### config.mk
export PLATFORM = sky130hd
export DESIGN_NAME = sar_sigma0_db_calibration_unit
export DESIGN_NICKNAME = d
export VERILOG_FILES = /design/src/hw/rtl/ssdc_pkg.sv /design/src/hw/rtl/sar_sigma0_db_calibration_unit.sv /design/src/hw/rtl/ssdc_front.sv /design/src/hw/rtl/ssdc_db.sv /design/src/hw/rtl/ssdc_norm.sv
export VERILOG_INCLUDE_DIRS = /design/src /design/src/hw/rtl
export SDC_FILE = /design/constraint.sdc
export NUM_CORES = 2
export LEC_CHECK = 0
export BUFFER_PORTS_ARGS = -buffer_cell sky130_fd_sc_hd__buf_2
export CELL_PAD_IN_SITES_DETAIL_PLACEMENT = 0
export CELL_PAD_IN_SITES_GLOBAL_PLACEMENT = 2
export CORE_MARGIN = 8
export CORE_UTILIZATION = 42
export DETAILED_ROUTE_END_ITERATION = 8
export GPL_TIMING_DRIVEN = 0
export PLACE_DENSITY_LB_ADDON = 0.1
export SYNTH_ARGS = -nofsm -noshare
export SYNTH_HDL_FRONTEND = slang
export SYNTH_SLANG_ARGS = --single-unit
### constraint.sdc
create_clock -name clk -period 12.3 [get_ports clk]
set_input_delay 0.615 -clock clk [delete_from_list [all_inputs] [get_ports clk]]
set_output_delay 0.615 -clock clk [all_outputs]
set_load 0.03 [all_outputs]
### src/hw/rtl/assert_macros.svh
// Assertion helpers used by the calibration pipeline.
// Both expect signals named clk and rst in the scope where they are used.
`ifndef ASSERT_MACROS_SVH
`define ASSERT_MACROS_SVH

// Checked on every clock edge except while reset is held.
`define SSDC_ASSERT(label, prop, msg) \
  label: assert property (@(posedge clk) disable iff (rst) prop) else $error(msg);

// Checked on every clock edge, reset included.
`define SSDC_ASSERT_ALWAYS(label, prop, msg) \
  label: assert property (@(posedge clk) prop) else $error(msg);

`endif

### src/hw/rtl/ssdc_pkg.sv
package ssdc_pkg;

  localparam int SAMPLE_BITS    = 16;
  localparam int LOG_TABLE_BITS = 8;
  localparam int TABLE_SIZE     = 1 << LOG_TABLE_BITS;

  // Power word: square of the sample plus the 32-bit noise term.
  localparam int SQ_W  = 2 * SAMPLE_BITS;
  localparam int P_W   = ((SQ_W > 32) ? SQ_W : 32) + 1;
  localparam int E_W   = $clog2(P_W);
  // Q.16 log2 value and its product with 10*log10(2).
  localparam int L_W     = E_W + 16;
  localparam int K_W     = 18;
  localparam int PROD_W  = L_W + K_W;
  localparam int RAW_W   = PROD_W - 23;
  localparam int DB_W    = RAW_W + 2;

  localparam logic [K_W-1:0]      TEN_LOG10_2 = K_W'(197284);
  localparam logic [PROD_W-1:0]   DB_ROUND    = PROD_W'(1) << 23;
  localparam logic signed [DB_W-1:0] DB_FLOOR = DB_W'(-17920);
  localparam logic [15:0]         NORM_ONE    = 16'd32768;

  typedef enum logic [2:0] {
    REG_NOISE_POWER   = 3'd0,
    REG_GAIN_DB       = 3'd1,
    REG_CLIP_LOW_DB   = 3'd2,
    REG_CLIP_HIGH_DB  = 3'd3,
    REG_NORM_FLOOR_DB = 3'd4,
    REG_NORM_SCALE    = 3'd5
  } cfg_reg_e;

  typedef struct packed {
    logic [31:0] noise_power;
    logic [15:0] gain_db;
    logic [15:0] clip_low_db;
    logic [15:0] clip_high_db;
    logic [15:0] norm_floor_db;
    logic [15:0] norm_scale;
  } cfg_t;

  // Front end result: exponent and mantissa index of the power word.
  typedef struct packed {
    logic                      use_low;
    logic [E_W-1:0]            e;
    logic [LOG_TABLE_BITS-1:0] idx;
  } front_t;

  typedef logic [TABLE_SIZE-1:0][15:0] log_table_t;

  // log2(1 + i/2^LOG_TABLE_BITS) in Q0.16, by repeated truncating squaring.
  function automatic log_table_t build_log_table();
    log_table_t  t;
    logic [63:0] x;
    logic [15:0] r;
    for (int i = 0; i < TABLE_SIZE; i++) begin
      x = (64'd1 << 30) + (64'(i) << (30 - LOG_TABLE_BITS));
      r = '0;
      for (int k = 0; k < 16; k++) begin
        x = (x * x) >> 30;
        r = {r[14:0], 1'b0};
        if (x >= (64'd2 << 30)) begin
          r[0] = 1'b1;
          x = x >> 1;
        end
      end
      t[i] = r;
    end
    return t;
  endfunction

  localparam log_table_t LOG_TABLE = build_log_table();

  function automatic logic signed [DB_W-1:0] sext_db(input logic [15:0] v);
    return $signed({{(DB_W - 16){v[15]}}, v});
  endfunction

endpackage

### src/hw/rtl/sar_sigma0_db_calibration_unit.sv
// SAR sigma-nought calibration to dB, one pixel per transaction.
// Input stream (s_*): s_tdata carries the raw amplitude sample, s_tuser the
// bad-sample flag. Output stream (m_*): m_tdata carries the calibrated,
// clamped backscatter in signed Q8.8 dB and its normalized Q1.15 value.
// Configuration is a plain write port: cfg_we, cfg_index, cfg_data; an index
// beyond the register list is ignored. Write registers only while no pixel
// is in flight.
// The datapath is a nine-stage pipeline: square, noise add, leading-one
// search, mantissa shift, log table, log scaling multiply, gain and clamp,
// normalization multiply, rounding and saturation. An accepted pixel moves
// through these stages in order to m_tvalid. One pixel per cycle is sustained
// while m_tready is high, given a single multiplier or table per stage.
// Each stage has its own valid bit, and a stage loads whenever it is empty
// or the stage after it moves, so idle slots close up under a stall. When
// m_tready stays low the pipeline fills, nine pixels are held, and then
// s_tready drops; nothing is lost or repeated.
// Synchronous reset empties every stage and loads the register defaults.
module sar_sigma0_db_calibration_unit (
  input  logic        clk,
  input  logic        rst,
  input  logic        s_tvalid,
  output logic        s_tready,
  input  logic [15:0] s_tdata,   // [15:0] raw_sample
  input  logic        s_tuser,   // [0] sample_bad
  output logic        m_tvalid,
  input  logic        m_tready,
  output logic [31:0] m_tdata,   // [15:0] sigma_db, [31:16] sigma_norm
  input  logic        cfg_we,
  input  logic [2:0]  cfg_index,
  input  logic [31:0] cfg_data
);
  import ssdc_pkg::*;

  cfg_t        cfg;
  front_t      front_data;
  logic        front_valid, front_ready;
  logic        db_valid, db_ready;
  logic [15:0] db_value;
  logic [15:0] sigma_db, sigma_norm;

  // Configuration registers. Codes outside the list fall to the default arm.
  always_ff @(posedge clk) begin
    if (rst) begin
      cfg.noise_power   <= 32'd0;
      cfg.gain_db       <= 16'd0;
      cfg.clip_low_db   <= 16'hD800;
      cfg.clip_high_db  <= 16'd2560;
      cfg.norm_floor_db <= 16'hD800;
      cfg.norm_scale    <= 16'd1311;
    end else if (cfg_we) begin
      case (cfg_reg_e'(cfg_index))
        REG_NOISE_POWER:   cfg.noise_power   <= cfg_data;
        REG_GAIN_DB:       cfg.gain_db       <= cfg_data[15:0];
        REG_CLIP_LOW_DB:   cfg.clip_low_db   <= cfg_data[15:0];
        REG_CLIP_HIGH_DB:  cfg.clip_high_db  <= cfg_data[15:0];
        REG_NORM_FLOOR_DB: cfg.norm_floor_db <= cfg_data[15:0];
        REG_NORM_SCALE:    cfg.norm_scale    <= cfg_data[15:0];
        default: ;
      endcase
    end
  end

  // Power and its exponent and mantissa index.
  ssdc_front u_front (
    .clk         (clk),
    .rst         (rst),
    .in_valid    (s_tvalid),
    .in_ready    (s_tready),
    .raw_sample  (s_tdata),
    .sample_bad  (s_tuser),
    .noise_power (cfg.noise_power),
    .out_valid   (front_valid),
    .out_ready   (front_ready),
    .out_data    (front_data)
  );

  // Log conversion, gain, floor and clip window.
  ssdc_db u_db (
    .clk       (clk),
    .rst       (rst),
    .in_valid  (front_valid),
    .in_ready  (front_ready),
    .in_data   (front_data),
    .cfg       (cfg),
    .out_valid (db_valid),
    .out_ready (db_ready),
    .sigma_db  (db_value)
  );

  // Normalization and the output register.
  ssdc_norm u_norm (
    .clk        (clk),
    .rst        (rst),
    .in_valid   (db_valid),
    .in_ready   (db_ready),
    .in_db      (db_value),
    .cfg        (cfg),
    .out_valid  (m_tvalid),
    .out_ready  (m_tready),
    .sigma_db   (sigma_db),
    .sigma_norm (sigma_norm)
  );

  assign m_tdata = {sigma_norm, sigma_db};

endmodule

### src/hw/rtl/ssdc_front.sv
module ssdc_front (
  input  logic                  clk,
  input  logic                  rst,
  input  logic                  in_valid,
  output logic                  in_ready,
  input  logic [15:0]           raw_sample,
  input  logic                  sample_bad,
  input  logic [31:0]           noise_power,
  output logic                  out_valid,
  input  logic                  out_ready,
  output ssdc_pkg::front_t      out_data
);
  import ssdc_pkg::*;

  logic [SAMPLE_BITS-1:0]    dn;
  logic                      v1, v2, v3, v4;
  logic                      en1, en2, en3, en4;
  logic [SQ_W-1:0]           sq1;
  logic                      low1, low2, low3;
  logic [P_W-1:0]            p2, p3;
  logic [E_W-1:0]            e3;
  logic [E_W-1:0]            e3_next;
  logic [P_W+LOG_TABLE_BITS-1:0] shifted;
  front_t                    s4;

  assign dn = raw_sample[SAMPLE_BITS-1:0];

  assign en4 = !v4 || out_ready;
  assign en3 = !v3 || en4;
  assign en2 = !v2 || en3;
  assign en1 = !v1 || en2;
  assign in_ready = en1;

  // Position of the leading one of the power word.
  always_comb begin
    e3_next = '0;
    for (int i = 0; i < P_W; i++) begin
      if (p2[i]) e3_next = E_W'(i);
    end
  end

  // Bits below the leading one, zero filled when the word is short.
  assign shifted = {p3, {LOG_TABLE_BITS{1'b0}}} >> e3;

  always_ff @(posedge clk) begin
    if (rst) begin
      v1 <= 1'b0;
      v2 <= 1'b0;
      v3 <= 1'b0;
      v4 <= 1'b0;
    end else begin
      if (en1) v1 <= in_valid;
      if (en2) v2 <= v1;
      if (en3) v3 <= v2;
      if (en4) v4 <= v3;
    end
  end

  always_ff @(posedge clk) begin
    if (en1) begin
      sq1  <= SQ_W'(dn) * SQ_W'(dn);
      low1 <= sample_bad || (dn == '0);
    end
    if (en2) begin
      p2   <= P_W'(sq1) + P_W'(noise_power);
      low2 <= low1;
    end
    if (en3) begin
      p3   <= p2;
      e3   <= e3_next;
      low3 <= low2;
    end
    if (en4) begin
      s4.use_low <= low3;
      s4.e       <= e3;
      s4.idx     <= shifted[LOG_TABLE_BITS-1:0];
    end
  end

  assign out_valid = v4;
  assign out_data  = s4;

endmodule

### src/hw/rtl/ssdc_db.sv
module ssdc_db (
  input  logic             clk,
  input  logic             rst,
  input  logic             in_valid,
  output logic             in_ready,
  input  ssdc_pkg::front_t in_data,
  input  ssdc_pkg::cfg_t   cfg,
  output logic             out_valid,
  input  logic             out_ready,
  output logic [15:0]      sigma_db
);
  import ssdc_pkg::*;

  logic                   v5, v6, v7;
  logic                   en5, en6, en7;
  logic [L_W-1:0]         l5;
  logic                   low5, low6;
  logic [PROD_W-1:0]      prod6;
  logic [PROD_W:0]        rounded;
  logic signed [DB_W-1:0] db_calc;
  logic signed [DB_W-1:0] lo_ext, hi_ext;
  logic [15:0]            db7;

  assign en7 = !v7 || out_ready;
  assign en6 = !v6 || en7;
  assign en5 = !v5 || en6;
  assign in_ready = en5;

  assign rounded = {1'b0, prod6} + {1'b0, DB_ROUND};
  assign lo_ext  = sext_db(cfg.clip_low_db);
  assign hi_ext  = sext_db(cfg.clip_high_db);

  // Gain removal, then the -70 dB floor, then the clip window (low first); flagged pixels get clip_low.
  always_comb begin
    db_calc = $signed({2'b00, rounded[PROD_W:24]}) - sext_db(cfg.gain_db);
    if (db_calc < DB_FLOOR) db_calc = DB_FLOOR;
    if (db_calc < lo_ext)   db_calc = lo_ext;
    if (db_calc > hi_ext)   db_calc = hi_ext;
    if (low6)               db_calc = lo_ext;
  end

  always_ff @(posedge clk) begin
    if (rst) begin
      v5 <= 1'b0;
      v6 <= 1'b0;
      v7 <= 1'b0;
    end else begin
      if (en5) v5 <= in_valid;
      if (en6) v6 <= v5;
      if (en7) v7 <= v6;
    end
  end

  always_ff @(posedge clk) begin
    if (en5) begin
      l5   <= {in_data.e, LOG_TABLE[in_data.idx]};
      low5 <= in_data.use_low;
    end
    if (en6) begin
      prod6 <= PROD_W'(l5) * PROD_W'(TEN_LOG10_2);
      low6  <= low5;
    end
    if (en7) begin
      db7 <= db_calc[15:0];
    end
  end

  assign out_valid = v7;
  assign sigma_db  = db7;

endmodule

### src/hw/rtl/ssdc_norm.sv
`include "assert_macros.svh"

module ssdc_norm (
  input  logic           clk,
  input  logic           rst,
  input  logic           in_valid,
  output logic           in_ready,
  input  logic [15:0]    in_db,
  input  ssdc_pkg::cfg_t cfg,
  output logic           out_valid,
  input  logic           out_ready,
  output logic [15:0]    sigma_db,
  output logic [15:0]    sigma_norm
);
  import ssdc_pkg::*;

  logic               v8, v9;
  logic               en8, en9;
  logic signed [16:0] d;
  logic               pos8;
  logic [31:0]        prod8;
  logic [15:0]        db8, db9;
  logic [32:0]        sum;
  logic [23:0]        q;
  logic [15:0]        norm_next;
  logic [15:0]        norm9;

  assign en9 = !v9 || out_ready;
  assign en8 = !v8 || en9;
  assign in_ready = en8;

  assign d = $signed({in_db[15], in_db}) - $signed({cfg.norm_floor_db[15], cfg.norm_floor_db});

  assign sum = {1'b0, prod8} + 33'd256;
  assign q   = sum[32:9];

  always_comb begin
    if (!pos8) begin
      norm_next = '0;
    end else if (q > 24'(NORM_ONE)) begin
      norm_next = NORM_ONE;
    end else begin
      norm_next = q[15:0];
    end
  end

  always_ff @(posedge clk) begin
    if (rst) begin
      v8 <= 1'b0;
      v9 <= 1'b0;
    end else begin
      if (en8) v8 <= in_valid;
      if (en9) v9 <= v8;
    end
  end

  always_ff @(posedge clk) begin
    if (en8) begin
      db8   <= in_db;
      pos8  <= !d[16] && (d != '0);
      prod8 <= {16'b0, d[15:0]} * {16'b0, cfg.norm_scale};
    end
    if (en9) begin
      db9   <= db8;
      norm9 <= norm_next;
    end
  end

  assign out_valid  = v9;
  assign sigma_db   = db9;
  assign sigma_norm = norm9;

  `SSDC_ASSERT(a_norm_saturated, v9 |-> (norm9 <= NORM_ONE), "normalized value above one")
  `SSDC_ASSERT(a_hold_on_stall, (v9 && !out_ready) |=> ($stable(norm9) && $stable(db9)),
               "output register changed while stalled")
  `SSDC_ASSERT(a_no_phantom, (!v8 && !v9) |=> !v9, "output valid without a transaction behind it")
  `SSDC_ASSERT_ALWAYS(a_reset_clears, $past(rst) |-> (!v8 && !v9), "pipeline valid after reset")

endmodule
==> results_dict.tcl <==
set metrics [dict create \
    core-area_sq_um 100000 \
    dr.first_iter.drc_count 2683 \
    r2r_setup_slack_ps 1620 \
    grt_start_max_net_pins 41 \
    cts_setup_buffers 0 \
    worstReg2RegStart "u_db.prod6[24]" \
    drive_gt1_frac 0.0495 \
    slew_headroom -0.00339 \
    die-area_sq_um 112000 \
    vias 34097 \
    cp_max_fo 10 \
    drtAntennaViolNets 0 \
    die_height_microns 334 \
    design_area_sq_um 46100 \
    antenna_found_initial 5 \
    cts_tree "yes" \
    clk-insertion-delay-late_ps 650 \
    endpoint_kind "flop" \
    worstPathArrival_ps 11040 \
    hold_end "cfg[109]" \
    yosysSeqAreaShare 0.235 \
    whs_ps 236 \
    wl_per_cell_microns 23.3 \
    area.growth.synth_to_final_pct 8.62 \
    synth-edff-count 251 \
    worstHoldPathCells 3 \
    async_flop_share 0 \
    die_x_microns 334 \
    vias_per_cell 5.55 \
    grt_usage 0.252 \
    nets 5798 \
    place_hpwl_microns 113000 \
    min_from "cfg_data[29]" \
    crit_top_cell "ha_1" \
    setup_violations 0 \
    synth.distinct_cells 85 \
    io_pins 91 \
    violations "max-capacitance violations, max-slew violations" \
    rsz0062_at_grt "false" \
    slew_violations 1 \
    yosysWarnings 0 \
    rows 116 \
    setup_ws_ps 1620 \
    ctsHtreeMaxLevel 2 \
    cts-root-buf "clkbuf_16" \
    start_util 0.424 \
    syn_area_per_cell_sq_um 9.09 \
    crit_required_ps 12660 \
    cp_slowest_cell "a41oi_1" \
    fin_crit_ps 10680 \
    fin_skew_ps 42.3 \
    outcome "finished with violations" \
    fillCellCount 10102 \
    cts_buffers 47 \
    crit_start "u_db.prod6[24]" \
    clkTransAtPathRegs_ps 60 \
    fmax_mhz 93.6 \
    synthFlopType "edfxtp_1" \
    drcViolationCount 0 \
    netlist_instances 4670 \
    fin_setup_tns_ps 0 \
    r2r_end "u_db.sigma_db[11]" \
    clock_sinks 372 \
    hp-class "in2reg" \
    maxCapViolations 1 \
    worstMarginPinSlew_ps 1500 \
    finalHoldViolCount 0 \
    grt_pass1_vias 34361 \
    startpoint_type "flop" \
    pre_cts_slack_ps 1790 \
    synth_area_sq_um 42500 \
    max_stage_delay_ps 680 \
    crit_type "reg2reg" \
    rr_worst_depth 40 \
    portBuffers 87 \
    placed_area_sq_um 44600 \
    synth-seq-cells 372 \
    syn-num-nets 5659 \
    first_pass_iters 6 \
    period_share 0.868 \
    grt-ovfl-total 0 \
    cts_hold_buf 0 \
    post_cts_resized 0 \
    grt_first_pass_wirelength_microns 216000 \
    wl_microns 143000 \
    cts_buffer_depth 3 \
    gp_congestion 1.01 \
]
==> worst max-delay path by stage <==
| stage | endpoint | slack [ps] | cells after the start |
|---|---|---|---|
| final | u_db.sigma_db[11] | 1620 | 40 |
| after global routing | u_db.sigma_db[15] | 880 | 40 |
| after CTS | u_db.sigma_db[11] | 1730 | 40 |
| after detailed placement | u_db.sigma_db[11] | 1790 | 40 |
| after global placement | u_db.sigma_db[11] | 1800 | 40 |
| after floorplan | u_db.sigma_db[11] | 3730 | 40 |
==> state kept, by name, summed over array words and instances, names as in the netlist, 6 cells and up <==
signal and flops:
u_db.l5 22, u_norm.sigma_db 16, u_front.p2 33, u_db.prod6 17, cfg 112, u_db.sigma_db 16
u_norm.db8 16, u_norm.sigma_norm 16, u_norm.prod8 24, u_front.e3 6, u_front.p3 33, u_front.out_data 15
u_front.sq1 31
==> routing by layer <==
metal | track usage | vias up | share of wire
li1 | - | 16019 | -
met1 | 0.347 | 16626 | 0.45
met2 | 0.399 | 1136 | 0.44
met3 | 0.0450 | 314 | 0.065
met4 | 0.0879 | 2 | 0.039
met5 | 0 | - | 0.000091
==> area by class of cell <==
type	instances	area, sq um	share of cell area
Timing Repair Buffer	90	503	0.0109
Clock inverter	29	309	0.00670
Buffer	217	817	0.0177
Sequential cell	372	9960	0.216
Inverter	634	2380	0.0516
Multi-Input combinational cell	3447	29300	0.635
Antenna cell	1	2.50	0.0000543
Clock buffer	58	1220	0.0264
Tap cell	1298	1620	0.0352
==> kinds of logic (layout without fill, tap and decap cells) <==
logic type	Yosys count	in the layout	synth area share
AND/OR/NAND/NOR	1380	1380	0.150
multiplexers	72	72	0.0255
adder cells (fa/ha/maj)	932	932	0.348
XOR/XNOR	167	167	0.0345
buffers and inverters	851	1028	0.0753
other	0	1	0
flip-flops	372	372	0.235
AO/OA/AOI/OAI	896	896	0.132
==> metrics by stage <==
step           utilization  std cells
4_1_cts              0.460       6144
3_3_place_gp         0.444       6055
6_report             0.460       6146
5_1_grt              0.460       6145
2_1_floorplan            -       4670
3_5_place_dp         0.445       6057
==> layout by cell type (no fill, tap or decap), types with 121 or more instances in the layout <==
cell,n
fa_1,417
edfxtp_1,251
nand2_1,607
xnor2_1,123
a21oi_1,341
inv_1,628
nor2_1,271
ha_1,515
and2_1,160
o21ai_0,163
dfxtp_1,121
clkbuf_1,205
==> critical path, delay by kind of cell, from the launching register on <==
kind                     cells  cell delay, ps
AO/OA/AOI/OAI               22            4640
AND/OR/NAND/NOR              7            1670
XOR/XNOR                     2             420
flip-flops                   1             480
adder cells (fa/ha/maj)      5            1590
buffers and inverters        3            1160
multiplexers                 1             430
==> synth_stat cells, types with 13 or more instances <==
library cell	count	area, sq um
nor2b_1	63	394
or2_2	14	87.6
nor3_1	53	265
and2_1	160	1000
o21bai_1	28	210
mux2i_1	27	270
o22ai_1	21	131
xnor2_1	123	1080
a21oi_1	341	1710
o21a_1	25	188
o211ai_1	24	180
fa_1	417	8350
mux2_2	18	203
ha_1	515	6440
mux4_2	27	608
o311ai_0	14	123
o221ai_1	13	114
a31oi_1	31	194
inv_1	631	2370
clkbuf_1	194	728
nand2_1	607	2280
nand3_1	73	365
a211oi_1	40	300
nor2_1	271	1020
dfxtp_1	121	2420
nand3b_1	23	173
xor2_1	44	385
buf_1	21	78.8
a21o_1	53	398
nand4_1	19	119
nand2b_1	28	175
o21ai_0	163	816
and3_1	28	175
edfxtp_1	251	7540
Power is not shown: default switching activity piles up to over one toggle a cycle in this logic, so the estimate is an artifact.
